[src/hw/rtl/mkdpc_pkg.sv]
// shared types and constants of the multi-key debounce and press classifier
package mkdpc_pkg;

  // configuration register indexes
  typedef enum logic [1:0] {
    REG_SETTLE_TICKS     = 2'd0,
    REG_LONG_PRESS_TICKS = 2'd1,
    REG_POLARITY_MASK    = 2'd2,
    REG_KEY_ENABLE_MASK  = 2'd3
  } cfg_reg_t;

  localparam logic [7:0] SETTLE_TICKS_RESET     = 8'd2;
  localparam logic [7:0] LONG_PRESS_TICKS_RESET = 8'd50;
  localparam logic [7:0] POLARITY_MASK_RESET    = 8'd0;
  localparam logic [7:0] KEY_ENABLE_MASK_RESET  = 8'd0;

  // event codes
  localparam logic [2:0] EV_NONE    = 3'd0;
  localparam logic [2:0] EV_DOWN    = 3'd1;
  localparam logic [2:0] EV_CLICK   = 3'd2;
  localparam logic [2:0] EV_LONG    = 3'd3;
  localparam logic [2:0] EV_LONG_UP = 3'd4;

  typedef enum logic [2:0] {
    ST_RELEASED = 3'b001,
    ST_PRESSED  = 3'b010,
    ST_LONG     = 3'b100
  } press_state_t;

  typedef struct packed {
    logic [2:0] key_index;
    logic       raw_level;
    logic       sample_valid;
  } in_item_t;

  typedef struct packed {
    logic [2:0] event_key;
    logic [2:0] key_event;
  } out_item_t;

  typedef struct packed {
    logic [7:0] settle_ticks;
    logic [7:0] long_press_ticks;
    logic [7:0] polarity_mask;
    logic [7:0] key_enable_mask;
  } cfg_t;

  // classified sample as it sits in the queue
  typedef struct packed {
    logic [2:0] key_index;
    logic       raw_level;
    logic       press_level;
    logic       active;
  } queue_entry_t;

  typedef struct packed {
    logic         previous_raw;
    logic [7:0]   stable_count;
    press_state_t press_state;
    logic [7:0]   hold_count;
  } key_rec_t;

  localparam key_rec_t REC_RESET = '{
    previous_raw: 1'b0,
    stable_count: 8'd0,
    press_state:  ST_RELEASED,
    hold_count:   8'd0
  };

  localparam int REC_W       = $bits(key_rec_t);
  localparam int QUEUE_DEPTH = 2;
  localparam int QPTR_W      = $clog2(QUEUE_DEPTH);
  localparam int QCNT_W      = $clog2(QUEUE_DEPTH + 1);

endpackage

[src/hw/rtl/mkdpc_ram.sv]
// generic single-write, single-read ram with registered read data
module mkdpc_ram #(
  parameter int WIDTH = 20,
  parameter int DEPTH = 8,
  localparam int AW = (DEPTH > 1) ? $clog2(DEPTH) : 1
) (
  input  logic             clk,
  input  logic             we,
  input  logic [AW-1:0]    waddr,
  input  logic [WIDTH-1:0] wdata,
  input  logic             re,
  input  logic [AW-1:0]    raddr,
  output logic [WIDTH-1:0] rdata
);

  logic [WIDTH-1:0] mem [DEPTH];

  always_ff @(posedge clk) begin
    if (we) begin
      mem[waddr] <= wdata;
    end
    // read returns the old contents on an address collision
    if (re) begin
      rdata <= mem[raddr];
    end
  end

endmodule

[src/hw/rtl/mkdpc_queue.sv]
// two-entry queue of classified samples between front and back
module mkdpc_queue (
  input  logic                    clk,
  input  logic                    rst,
  input  logic                    push,
  input  mkdpc_pkg::queue_entry_t wdata,
  output logic                    full,
  input  logic                    pop,
  output logic                    empty,
  output mkdpc_pkg::queue_entry_t rdata
);

  mkdpc_pkg::queue_entry_t entries [mkdpc_pkg::QUEUE_DEPTH];
  logic [mkdpc_pkg::QPTR_W-1:0] wr_ptr;
  logic [mkdpc_pkg::QPTR_W-1:0] rd_ptr;
  logic [mkdpc_pkg::QCNT_W-1:0] count;
  logic [mkdpc_pkg::QCNT_W-1:0] count_next;

  assign full  = (count == mkdpc_pkg::QCNT_W'(mkdpc_pkg::QUEUE_DEPTH));
  assign empty = (count == '0);
  assign rdata = entries[rd_ptr];

  always_comb begin
    case ({push, pop})
      2'b10:   count_next = count + 1'b1;
      2'b01:   count_next = count - 1'b1;
      default: count_next = count;
    endcase
  end

  always_ff @(posedge clk) begin
    if (rst) begin
      wr_ptr <= '0;
      rd_ptr <= '0;
      count  <= '0;
    end else begin
      if (push) begin
        wr_ptr <= wr_ptr + 1'b1;
      end
      if (pop) begin
        rd_ptr <= rd_ptr + 1'b1;
      end
      count <= count_next;
    end
  end

  always_ff @(posedge clk) begin
    if (push) begin
      entries[wr_ptr] <= wdata;
    end
  end

endmodule

[src/hw/rtl/mkdpc_front.sv]
// front: takes samples and sorts out the ones that touch a key record
module mkdpc_front #(
  parameter int NUM_KEYS = 8
) (
  input  logic                    in_valid,
  output logic                    in_ready,
  input  mkdpc_pkg::in_item_t     in_data,
  input  mkdpc_pkg::cfg_t         cfg,
  input  logic                    q_full,
  output logic                    q_push,
  output mkdpc_pkg::queue_entry_t q_wdata
);

  logic in_range;
  logic key_on;

  assign in_range = (32'(in_data.key_index) < 32'(NUM_KEYS));
  assign key_on   = cfg.key_enable_mask[in_data.key_index];

  assign in_ready = !q_full;
  assign q_push   = in_valid && !q_full;

  always_comb begin
    q_wdata.key_index   = in_data.key_index;
    q_wdata.raw_level   = in_data.raw_level;
    q_wdata.press_level = cfg.polarity_mask[in_data.key_index];
    // invalid reads, disabled keys and keys past the last one leave all records alone
    q_wdata.active      = in_data.sample_valid && in_range && key_on;
  end

endmodule

[src/hw/rtl/mkdpc_back.sv]
// back: per-key record read-modify-write, press state machine and result register
module mkdpc_back #(
  parameter int NUM_KEYS = 8
) (
  input  logic                    clk,
  input  logic                    rst,
  input  mkdpc_pkg::cfg_t         cfg,
  input  logic                    q_empty,
  input  mkdpc_pkg::queue_entry_t q_rdata,
  output logic                    q_pop,
  output logic                    out_valid,
  input  logic                    out_ready,
  output mkdpc_pkg::out_item_t    out_data
);

  localparam int KEY_AW = (NUM_KEYS > 1) ? $clog2(NUM_KEYS) : 1;

  logic                       b_valid;
  mkdpc_pkg::queue_entry_t    b_item;
  logic                       b_byp;
  mkdpc_pkg::key_rec_t        b_byp_rec;
  logic                       b_vld;
  logic [NUM_KEYS-1:0]        vld;
  logic [mkdpc_pkg::REC_W-1:0] ram_rdata;

  logic                b_fire;
  logic                issue;
  logic [KEY_AW-1:0]   head_addr;
  logic [KEY_AW-1:0]   wr_addr;
  logic                wr_en;
  logic                pressed;
  logic [2:0]          ev;
  mkdpc_pkg::key_rec_t cur;
  mkdpc_pkg::key_rec_t nxt;

  assign head_addr = KEY_AW'(q_rdata.key_index);
  assign wr_addr   = KEY_AW'(b_item.key_index);
  assign b_fire    = b_valid && (!out_valid || out_ready);
  assign issue     = !q_empty && (!b_valid || b_fire);
  assign q_pop     = issue;
  assign wr_en     = b_fire && b_item.active;

  mkdpc_ram #(
    .WIDTH (mkdpc_pkg::REC_W),
    .DEPTH (NUM_KEYS)
  ) u_rec_ram (
    .clk   (clk),
    .we    (wr_en),
    .waddr (wr_addr),
    .wdata (nxt),
    .re    (issue && q_rdata.active),
    .raddr (head_addr),
    .rdata (ram_rdata)
  );

  always_comb begin
    // a write landing in the same cycle as the read is forwarded
    if (b_byp) begin
      cur = b_byp_rec;
    end else if (b_vld) begin
      cur = mkdpc_pkg::key_rec_t'(ram_rdata);
    end else begin
      cur = mkdpc_pkg::REC_RESET;
    end
    nxt     = cur;
    ev      = mkdpc_pkg::EV_NONE;
    pressed = (b_item.raw_level == b_item.press_level);
    if (b_item.raw_level != cur.previous_raw) begin
      nxt.stable_count = '0;
      nxt.previous_raw = b_item.raw_level;
    end else if (cur.stable_count < cfg.settle_ticks) begin
      nxt.stable_count = cur.stable_count + 8'd1;
    end else begin
      unique case (cur.press_state)
        mkdpc_pkg::ST_RELEASED: begin
          if (pressed) begin
            nxt.press_state = mkdpc_pkg::ST_PRESSED;
            nxt.hold_count  = '0;
            ev              = mkdpc_pkg::EV_DOWN;
          end
        end
        mkdpc_pkg::ST_PRESSED: begin
          if (pressed) begin
            if (cur.hold_count < cfg.long_press_ticks) begin
              nxt.hold_count = cur.hold_count + 8'd1;
            end else begin
              nxt.press_state = mkdpc_pkg::ST_LONG;
              ev              = mkdpc_pkg::EV_LONG;
            end
          end else begin
            nxt.press_state = mkdpc_pkg::ST_RELEASED;
            ev = (cur.hold_count < cfg.long_press_ticks) ? mkdpc_pkg::EV_CLICK
                                                         : mkdpc_pkg::EV_LONG_UP;
          end
        end
        mkdpc_pkg::ST_LONG: begin
          if (!pressed) begin
            nxt.press_state = mkdpc_pkg::ST_RELEASED;
            ev              = mkdpc_pkg::EV_LONG_UP;
          end
        end
        default: begin
          ev = mkdpc_pkg::EV_NONE;
        end
      endcase
    end
  end

  always_ff @(posedge clk) begin
    if (rst) begin
      b_valid   <= 1'b0;
      out_valid <= 1'b0;
      vld       <= '0;
    end else begin
      if (issue) begin
        b_valid <= 1'b1;
      end else if (b_fire) begin
        b_valid <= 1'b0;
      end
      if (b_fire) begin
        out_valid <= 1'b1;
      end else if (out_ready) begin
        out_valid <= 1'b0;
      end
      if (wr_en) begin
        vld[wr_addr] <= 1'b1;
      end
    end
  end

  always_ff @(posedge clk) begin
    if (issue) begin
      b_item    <= q_rdata;
      b_byp     <= wr_en && q_rdata.active && (wr_addr == head_addr);
      b_byp_rec <= nxt;
      b_vld     <= q_rdata.active && vld[head_addr];
    end
    if (b_fire) begin
      out_data.event_key <= b_item.key_index;
      out_data.key_event <= b_item.active ? ev : mkdpc_pkg::EV_NONE;
    end
  end

endmodule

[src/hw/rtl/multi_key_debounce_press_classifier_unit.sv]
// Key debounce and press classifier: one sampled level per transaction in, one event per
// transaction out, in order. Sustains one sample per clock while out_ready is held high. A sample
// goes through the queue write, the record read and the result register in that order; the
// record read is registered in the per-key record ram, and same-key samples in consecutive
// cycles are forwarded.
// Per-key records start released with cleared counters straight out of reset (valid bits,
// no clearing pass). Configuration writes are taken every cycle and should only be made
// while no sample is in flight.
module multi_key_debounce_press_classifier_unit #(
  parameter int NUM_KEYS = 8
) (
  input  logic                 clk,
  input  logic                 rst,
  input  logic                 in_valid,
  output logic                 in_ready,
  input  mkdpc_pkg::in_item_t  in_data,
  output logic                 out_valid,
  input  logic                 out_ready,
  output mkdpc_pkg::out_item_t out_data,
  input  logic                 cfg_valid,
  output logic                 cfg_ready,
  input  logic [1:0]           cfg_index,
  input  logic [7:0]           cfg_data
);

  mkdpc_pkg::cfg_t         cfg;
  logic                    q_push;
  logic                    q_pop;
  logic                    q_full;
  logic                    q_empty;
  mkdpc_pkg::queue_entry_t q_wdata;
  mkdpc_pkg::queue_entry_t q_rdata;

  assign cfg_ready = 1'b1;

  always_ff @(posedge clk) begin
    if (rst) begin
      cfg.settle_ticks     <= mkdpc_pkg::SETTLE_TICKS_RESET;
      cfg.long_press_ticks <= mkdpc_pkg::LONG_PRESS_TICKS_RESET;
      cfg.polarity_mask    <= mkdpc_pkg::POLARITY_MASK_RESET;
      cfg.key_enable_mask  <= mkdpc_pkg::KEY_ENABLE_MASK_RESET;
    end else if (cfg_valid) begin
      unique case (mkdpc_pkg::cfg_reg_t'(cfg_index))
        mkdpc_pkg::REG_SETTLE_TICKS:     cfg.settle_ticks     <= cfg_data;
        mkdpc_pkg::REG_LONG_PRESS_TICKS: cfg.long_press_ticks <= cfg_data;
        mkdpc_pkg::REG_POLARITY_MASK:    cfg.polarity_mask    <= cfg_data;
        mkdpc_pkg::REG_KEY_ENABLE_MASK:  cfg.key_enable_mask  <= cfg_data;
        default: begin
        end
      endcase
    end
  end

  mkdpc_front #(
    .NUM_KEYS (NUM_KEYS)
  ) u_front (
    .in_valid (in_valid),
    .in_ready (in_ready),
    .in_data  (in_data),
    .cfg      (cfg),
    .q_full   (q_full),
    .q_push   (q_push),
    .q_wdata  (q_wdata)
  );

  mkdpc_queue u_queue (
    .clk   (clk),
    .rst   (rst),
    .push  (q_push),
    .wdata (q_wdata),
    .full  (q_full),
    .pop   (q_pop),
    .empty (q_empty),
    .rdata (q_rdata)
  );

  mkdpc_back #(
    .NUM_KEYS (NUM_KEYS)
  ) u_back (
    .clk       (clk),
    .rst       (rst),
    .cfg       (cfg),
    .q_empty   (q_empty),
    .q_rdata   (q_rdata),
    .q_pop     (q_pop),
    .out_valid (out_valid),
    .out_ready (out_ready),
    .out_data  (out_data)
  );

endmodule

[config.mk]
export PLATFORM = sky130hd
export DESIGN_NAME = multi_key_debounce_press_classifier_unit
export DESIGN_NICKNAME = d
export VERILOG_FILES = /design/src/hw/rtl/mkdpc_pkg.sv /design/src/hw/rtl/mkdpc_ram.sv /design/src/hw/rtl/mkdpc_queue.sv /design/src/hw/rtl/mkdpc_front.sv /design/src/hw/rtl/mkdpc_back.sv /design/src/hw/rtl/multi_key_debounce_press_classifier_unit.sv
export SDC_FILE = /design/constraint.sdc
export NUM_CORES = 1
export LEC_CHECK = 0
export ABC_CLOCK_PERIOD_IN_PS = 3900
export BUFFER_PORTS_ARGS = -buffer_cell sky130_fd_sc_hd__buf_2
export CAP_MARGIN = 20
export CORE_MARGIN = 10
export CORE_UTILIZATION = 50
export CTS_CLUSTER_DIAMETER = 200
export CTS_CLUSTER_SIZE = 20
export DETAILED_ROUTE_END_ITERATION = 16
export PLACE_DENSITY = 0.69
export SETUP_SLACK_MARGIN = 0.2
export SLEW_MARGIN = 40
export SYNTH_ARGS = -nofsm -noshare
export SYNTH_HDL_FRONTEND = slang
export SYNTH_HIERARCHICAL = 1
export SYNTH_SLANG_ARGS = --single-unit
[constraint.sdc]
create_clock -name clk -period 3.9 [get_ports clk]
set_input_delay 0.39 -clock clk [delete_from_list [all_inputs] [get_ports clk]]
set_output_delay 0.39 -clock clk [all_outputs]
set_load 0.02 [all_outputs]
* After elaboration in Yosys (flattened, before gate mapping)
Memories as Yosys holds them, arrays and structs flattened. A register that Yosys moved wholly into a read port is not among the register bits.
Index checks and enable logic that the tools add are counted.
** Storage, ports and cells
- Output and inout port bits :: 9
- Logic and storage cells :: 116
- Input bits :: 20
- Register bits after elaboration :: 80
- RAM bits :: 172
- Memories :: 2
** Memories
- u_back.u_rec_ram.mem :: words 8, bits a word 20, rd ports 1, clocked after Yosys merged registers in 1, wr ports 1, line mkdpc_ram.sv:16 : logic [WIDTH-1:0] mem [DEPTH];
- u_queue.entries :: words 2, bits a word 6, rd ports 1, clocked after Yosys merged registers in 1, wr ports 1, line mkdpc_queue.sv:13 : mkdpc_pkg::queue_entry_t entries [mkdpc_pkg::QUEUE_DEPTH];
** Cells by class
- Muxes and demuxes :: 40
- Add/subtract/negate cells :: 6
- Equality and inequality tests :: 12
- $lt $le $gt $ge :: 6
- Reduce and logical (&&, ||, !) cells :: 26
- Bitwise logic cells :: 2
** Operators by type and width (number)
- 2-to-1 mux 20 bit :: 2
- 2-to-1 mux 11 bit :: 3
- 2-to-1 mux 8 bit :: 4
- 2-to-1 mux 3 bit :: 6
- case mux 3 bit (3 select lines) :: 2
- adder 8 x 1 -> 8 bit (second input constant) :: 2
- less-than comparator 8 bit :: 2
- 2-to-1 mux 1 bit :: 16
- case mux 8 bit (2 select lines) :: 1
- less-than comparator 3 x 4 -> 1 bit (second input constant) :: 3
- logical AND 1 bit :: 10
- binary-select mux 1 bit (select 3 bit) :: 3
- equality test 2 bit (second input constant) :: 4
- OR 8 bit :: 1
- AND reduction 2 bit :: 4
- nonzero test 2 bit :: 3
- equality test 2 x 1 -> 1 bit (second input constant) :: 2
- logical NOT 1 bit :: 4
- logical NOT 2 bit :: 2
- case mux 2 bit (2 select lines) :: 1
- demux 1 bit (select 3 bit) :: 1
- equality test 3 x 1 -> 1 bit (second input constant) :: 1
- equality test 3 x 2 -> 1 bit (second input constant) :: 1
- equality test 3 bit :: 1
- other kinds (11) :: 13

* Logic depth before layout (Yosys ltp)
- Depth in word-level cells :: 8
- Mapped depth :: 14
- Mapped depth without buffers :: 11

* By module
The synthesis kept the hierarchy.
** By module, submodules not included
- mkdpc_ram :: instances 1, area each 6812.8 um2, seq. area each 5405.2 um2, cells an instance 264
- mkdpc_back :: instances 1, area each 2829.0 um2, seq. area each 1221.2 um2, cells an instance 289
- multi_key_debounce_press_classifier_unit :: instances 1, area each 1298.7 um2, seq. area each 640.6 um2, cells an instance 122
- mkdpc_queue :: instances 1, area each 636.9 um2, seq. area each 460.4 um2, cells an instance 41
- mkdpc_front :: instances 1, area each 171.4 um2, seq. area each 0.0 um2, cells an instance 16

* Least setup slack after synthesis
Ideal clock, no wire load.
- Path type :: reg2reg
- Start :: reg u_back.b_byp
- End :: reg u_back/b_byp_rec[8] in the netlist's numbering, data pin
- Period minus slack after synthesis :: 3660 ps
- Arrival :: 3327 ps
- Required time :: 3567 ps
- Library setup time :: 333 ps
- Slack :: 240 ps
- Stages on the path, launching flop included :: 12
- Cells stage by stage :: edfxtp_1 -> buf_2 -> buf_2 -> buf_2 -> a22o_1 -> ha_1 -> nand2_1 -> a2111oi_0 -> a21oi_1 -> or2_2 -> buf_2 -> o311ai_0
** RTL lines
- start, declared :: line mkdpc_back.sv:20 : logic b_byp;
- start signal, assigned :: line mkdpc_back.sv:134 : b_byp <= wr_en && q_rdata.active && (wr_addr == head_addr);
- end signal, assigned :: line mkdpc_back.sv:135 : b_byp_rec <= nxt;
- end, declared :: line mkdpc_back.sv:21 : mkdpc_pkg::key_rec_t b_byp_rec;

==> results.py <==
metrics = {
    "outcome": {
        "status": "complete, no violations",
    },
    "pwr": {
        "power-per-cell-area_nw_per_um2": 662,
        "cellInternalPower_mw": 5.80,
        "power.sequential.fraction_pct": 49.3,
        "finalPower_mw": 8.48,
        "p_comb_share_pct": 30.4,
        "cellLeakagePower_nw": 4.56,
        "net-switching-power_mw": 2.68,
        "clock_power_share_pct": 20.3,
        "power.ir.vdd_worst_mv": 0.309,
        "power.share.switching_pct": 31.6,
    },
    "global_routing": {
        "grt_antenna_before_repair": 0,
        "grt_start_max_net_pins": 59,
        "grt_pass1_vias": 6262,
        "global_route.usage.total_pct": 15.3,
        "grt.overflow.total": 0,
        "grt_first_pass_wirelength_um": 36400,
    },
    "yosys": {
        "yosys_most_used_dff": "edfxtp_1",
        "post-synth-top-area-fraction_pct": 57.8,
        "synthesis.yosys.warnings": 6,
        "post_synth_num_cell_types": 59,
        "synth_top_cell_by_area": "edfxtp_1",
        "synth_seq_cells": 273,
        "syn-cell-area_um2": 11700,
        "synth.cells.most_frequent": "226 x edfxtp_1, 47 x dfxtp_1, 44 x nor2_1",
        "yosys.cell_count.top_type": "edfxtp_1",
        "top_cells_by_area_in_the_synthesized_netlist": "edfxtp_1 58%, mux4_1 9.4%, dfxtp_1 8.0%, mux2i_1 3.1%, mux2_2 2.7%",
        "postSynthNetCount": 773,
        "ys_async_sr_fraction_pct": 0,
        "synthCells": 732,
        "average_footprint_of_a_synthesized_cell_um2": 16.1,
        "synth-seq-area-share_pct": 65.8,
        "synth_enable_flop_cells": 226,
    },
    "clock_tree": {
        "cts_max_path_buffers": 3,
        "htree_num_levels": 1,
        "clock_latency_ns": 0.49,
        "cts.sinks": 273,
        "path_clk_slew_ns": 0.08,
        "number_of_buffers_created_by_cts": 17,
        "clock_tree_from_tritoncts": "built",
        "clk_root_buffer_cell": "clkbuf_16",
    },
    "worst_hold_path": {
        "min-delay-start": "in_data[1]",
        "hold_depth": 1,
        "worst_hold_path_type": "in -> reg",
        "hold-path-endpoint": "u_queue/entries[1][2]$_DFFE_PP_",
    },
    "timing": {
        "hold_viol": 0,
        "finalWorstPathRequiredPeriod_ns": 3.41,
        "timing_max_transition_violations_final": 0,
        "timing.clock.skew_ns": 0.0133,
        "finalSetupViolations": 0,
        "worst_margin_pin_slew_ns": 0.816,
        "final_min_period_over_clock_period_pct": 87.5,
        "rsz0062_at_grt": "no",
        "timing.max_slew.rel_slack_pct": 45.6,
        "setup_tns_final_ns": 0,
        "achievable-frequency_mhz": 293,
        "timing.hold.ws_ns": 0.0985,
    },
    "placement": {
        "place_area_um2": 12300,
        "dp.final_hpwl_um": 14600,
        "port_buffers": 27,
        "place.gp.congestion": 0.882,
    },
    "worst_setup_path": {
        "wp_data_required_ns": 4.13,
        "criticalPathCategory": "reg -> reg",
        "r2r-start": "u_back/b_byp$_DFFE_PP_",
        "rrSetupSlack_ns": 0.49,
        "worst-endpoint-arrival_ns": 3.64,
        "worst_r2r_end": "u_back/b_byp_rec[5]$_DFFE_PP_",
        "worstPathMaxFanout": 23,
        "endpoint_kind": "register",
        "cp-start-kind": "register",
        "worst_r2r_path_depth": 11,
    },
    "cells_and_area": {
        "design_area_um2": 12800,
        "multi_input_area_um2": 3780,
        "finalNetCount": 804,
        "n_antenna_cell": 0,
        "drive_gt1_share_pct": 15.9,
        "synthToLayoutAreaGrowth_pct": 8.98,
        "final-seq-area_um2": 7730,
        "filler_cell_count": 1840,
    },
    "drt": {
        "viasPerCell": 5.78,
        "ant_nets": 0,
        "drt-pass1-iter-count": 4,
        "drc_errors": 0,
        "starting_drc_count_in_detailed_routing": 534,
        "vias": 6307,
        "detail_route.wirelength_um": 23900,
        "wl_per_cell_um": 21.8,
    },
    "floorplanning": {
        "starting_density_of_the_core_pct": 50.5,
        "die-area_um2": 30000,
        "floorplan.core_area_um2": 23300,
        "top_level_ports": 29,
        "die_width_um": 173,
        "chipHeight_um": 173,
        "num_rows": 56,
    },
    "flow_run": {
        "drv.max_cap_violation_count": 0,
    },
}
-- layer usage --
| layer | global-route usage [%] | vias to the layer above | routed length (µm) |
|---|---|---|---|
| met2 | 25.5 | 183 | 11600 |
| met5 | 0 | - | 0 |
| met1 | 21.1 | 3201 | 10900 |
| met3 | 2.11 | 30 | 1080 |
| met4 | 2.91 | 0 | 291 |
| li1 | - | 2893 | - |
-- stage by stage --
stage	setup WS [ns]	utilization (%)	instances
after floorplan	0.240	-	732
after global placement	0.280	52.7	1062
after detailed placement	0.239	52.8	1062
after CTS	0.219	54.8	1091
after global routing	0.254	55.0	1092
final	0.489	55.0	1092
-- sequential cells by signal, indices dropped and copies added (netlist names), named ones only --
name	cells
cfg	32
u_back/b_byp	1
u_back/b_byp_rec	20
u_back/b_item	3
u_back/b_valid	1
u_back/b_vld	1
u_back/out_data	6
u_back/out_valid	1
u_back/u_rec_ram/mem	160
u_back/u_rec_ram/rdata	20
u_back/vld	8
u_back/wr_addr	3
u_queue/count	2
u_queue/entries	12
u_queue/rd_ptr	1
u_queue/wr_ptr	1
-- repair_timing --
item | CTS | global route
setup endpoints to repair | 9 | 81
setup buffers | 0 | 1
resized for setup | 1 | 8
hold buffers | 0 | 0
-- worst max-delay path by stage --
stage	from	end	cells past startpoint
after CTS	u_back/b_byp$_DFFE_PP_	u_back/u_rec_ram/mem[7][5]$_DFFE_PP_	11
after floorplan	u_back/b_byp$_DFFE_PP_	u_back/b_byp_rec[8]$_DFFE_PP_	11
final	u_back/b_byp$_DFFE_PP_	u_back/b_byp_rec[5]$_DFFE_PP_	11
after global routing	u_back/b_byp$_DFFE_PP_	u_back/u_rec_ram/mem[7][1]$_DFFE_PP_	10
after global placement	u_back/b_byp$_DFFE_PP_	u_back/u_rec_ram/mem[6][3]$_DFFE_PP_	9
after detailed placement	u_back/b_byp$_DFFE_PP_	u_back/u_rec_ram/mem[3][2]$_DFFE_PP_	10
-- cells in the final DEF (no fill, tap or decap), drive strengths merged, types with 4 or more instances in the layout --
master and count:
a22o 12, nand3 15, clkbuf 28, nor3 7, inv 26, dfxtp 47
xor2 6, and3 7, mux2 28, nand2b 42, nand4 7, nand3b 4
nor2b 9, nand2 26, edfxtp 226, a21oi 19, o21ai 12, xnor2 9
mux4 45, buf 50, ha 21, nor2 44, mux2i 36, a31oi 7
-- cell type report --
| type | count | area share [%] |
|---|---|---|
| Timing Repair Buffer | 50 | 2.52 |
| Clock buffer | 28 | 3.65 |
| Clock inverter | 1 | 0.0684 |
| Sequential cell | 273 | 60.4 |
| Tap cell | 319 | 3.12 |
| Multi-Input combinational cell | 396 | 29.6 |
| Inverter | 25 | 0.733 |
-- worst max-delay path, cell delays in order (launching register included) --
cell and delay [ns]:
edfxtp_1 0.43, buf_4 0.20, buf_4 0.22, o21ai_0 0.39
ha_1 0.32, nand4_1 0.10, a311oi_1 0.10, nor4_4 0.44
buf_4 0.24, nand3_1 0.13, nand2b_1 0.20, mux2i_2 0.40
-- power by group through the flow --
stage / clock [mW] / combinational [mW] / sequential, mW
final: 1.72 / 2.58 / 4.18
after global routing: 1.87 / 2.83 / 4.21
after CTS: 1.77 / 2.53 / 4.18
after detailed placement: 0 / 2.51 / 4.25
after global placement: 0 / 2.40 / 4.24
after floorplan: 0 / 1.81 / 4.19
-- cell families after synthesis --
| family | count (synthesis) | synth area share (%) |
|---|---|---|
| adder cells (fa/ha/maj) | 21 | 2.24 |
| XOR/XNOR | 15 | 1.12 |
| multiplexers | 109 | 15.7 |
| other | 1 | 0.0319 |
| AND/OR/NAND/NOR | 178 | 8.14 |
| AO/OA/AOI/OAI | 72 | 4.24 |
| flip-flops | 273 | 65.8 |
| buffers and inverters | 63 | 2.75 |
Note: power is estimated with default switching activity, not from simulation.
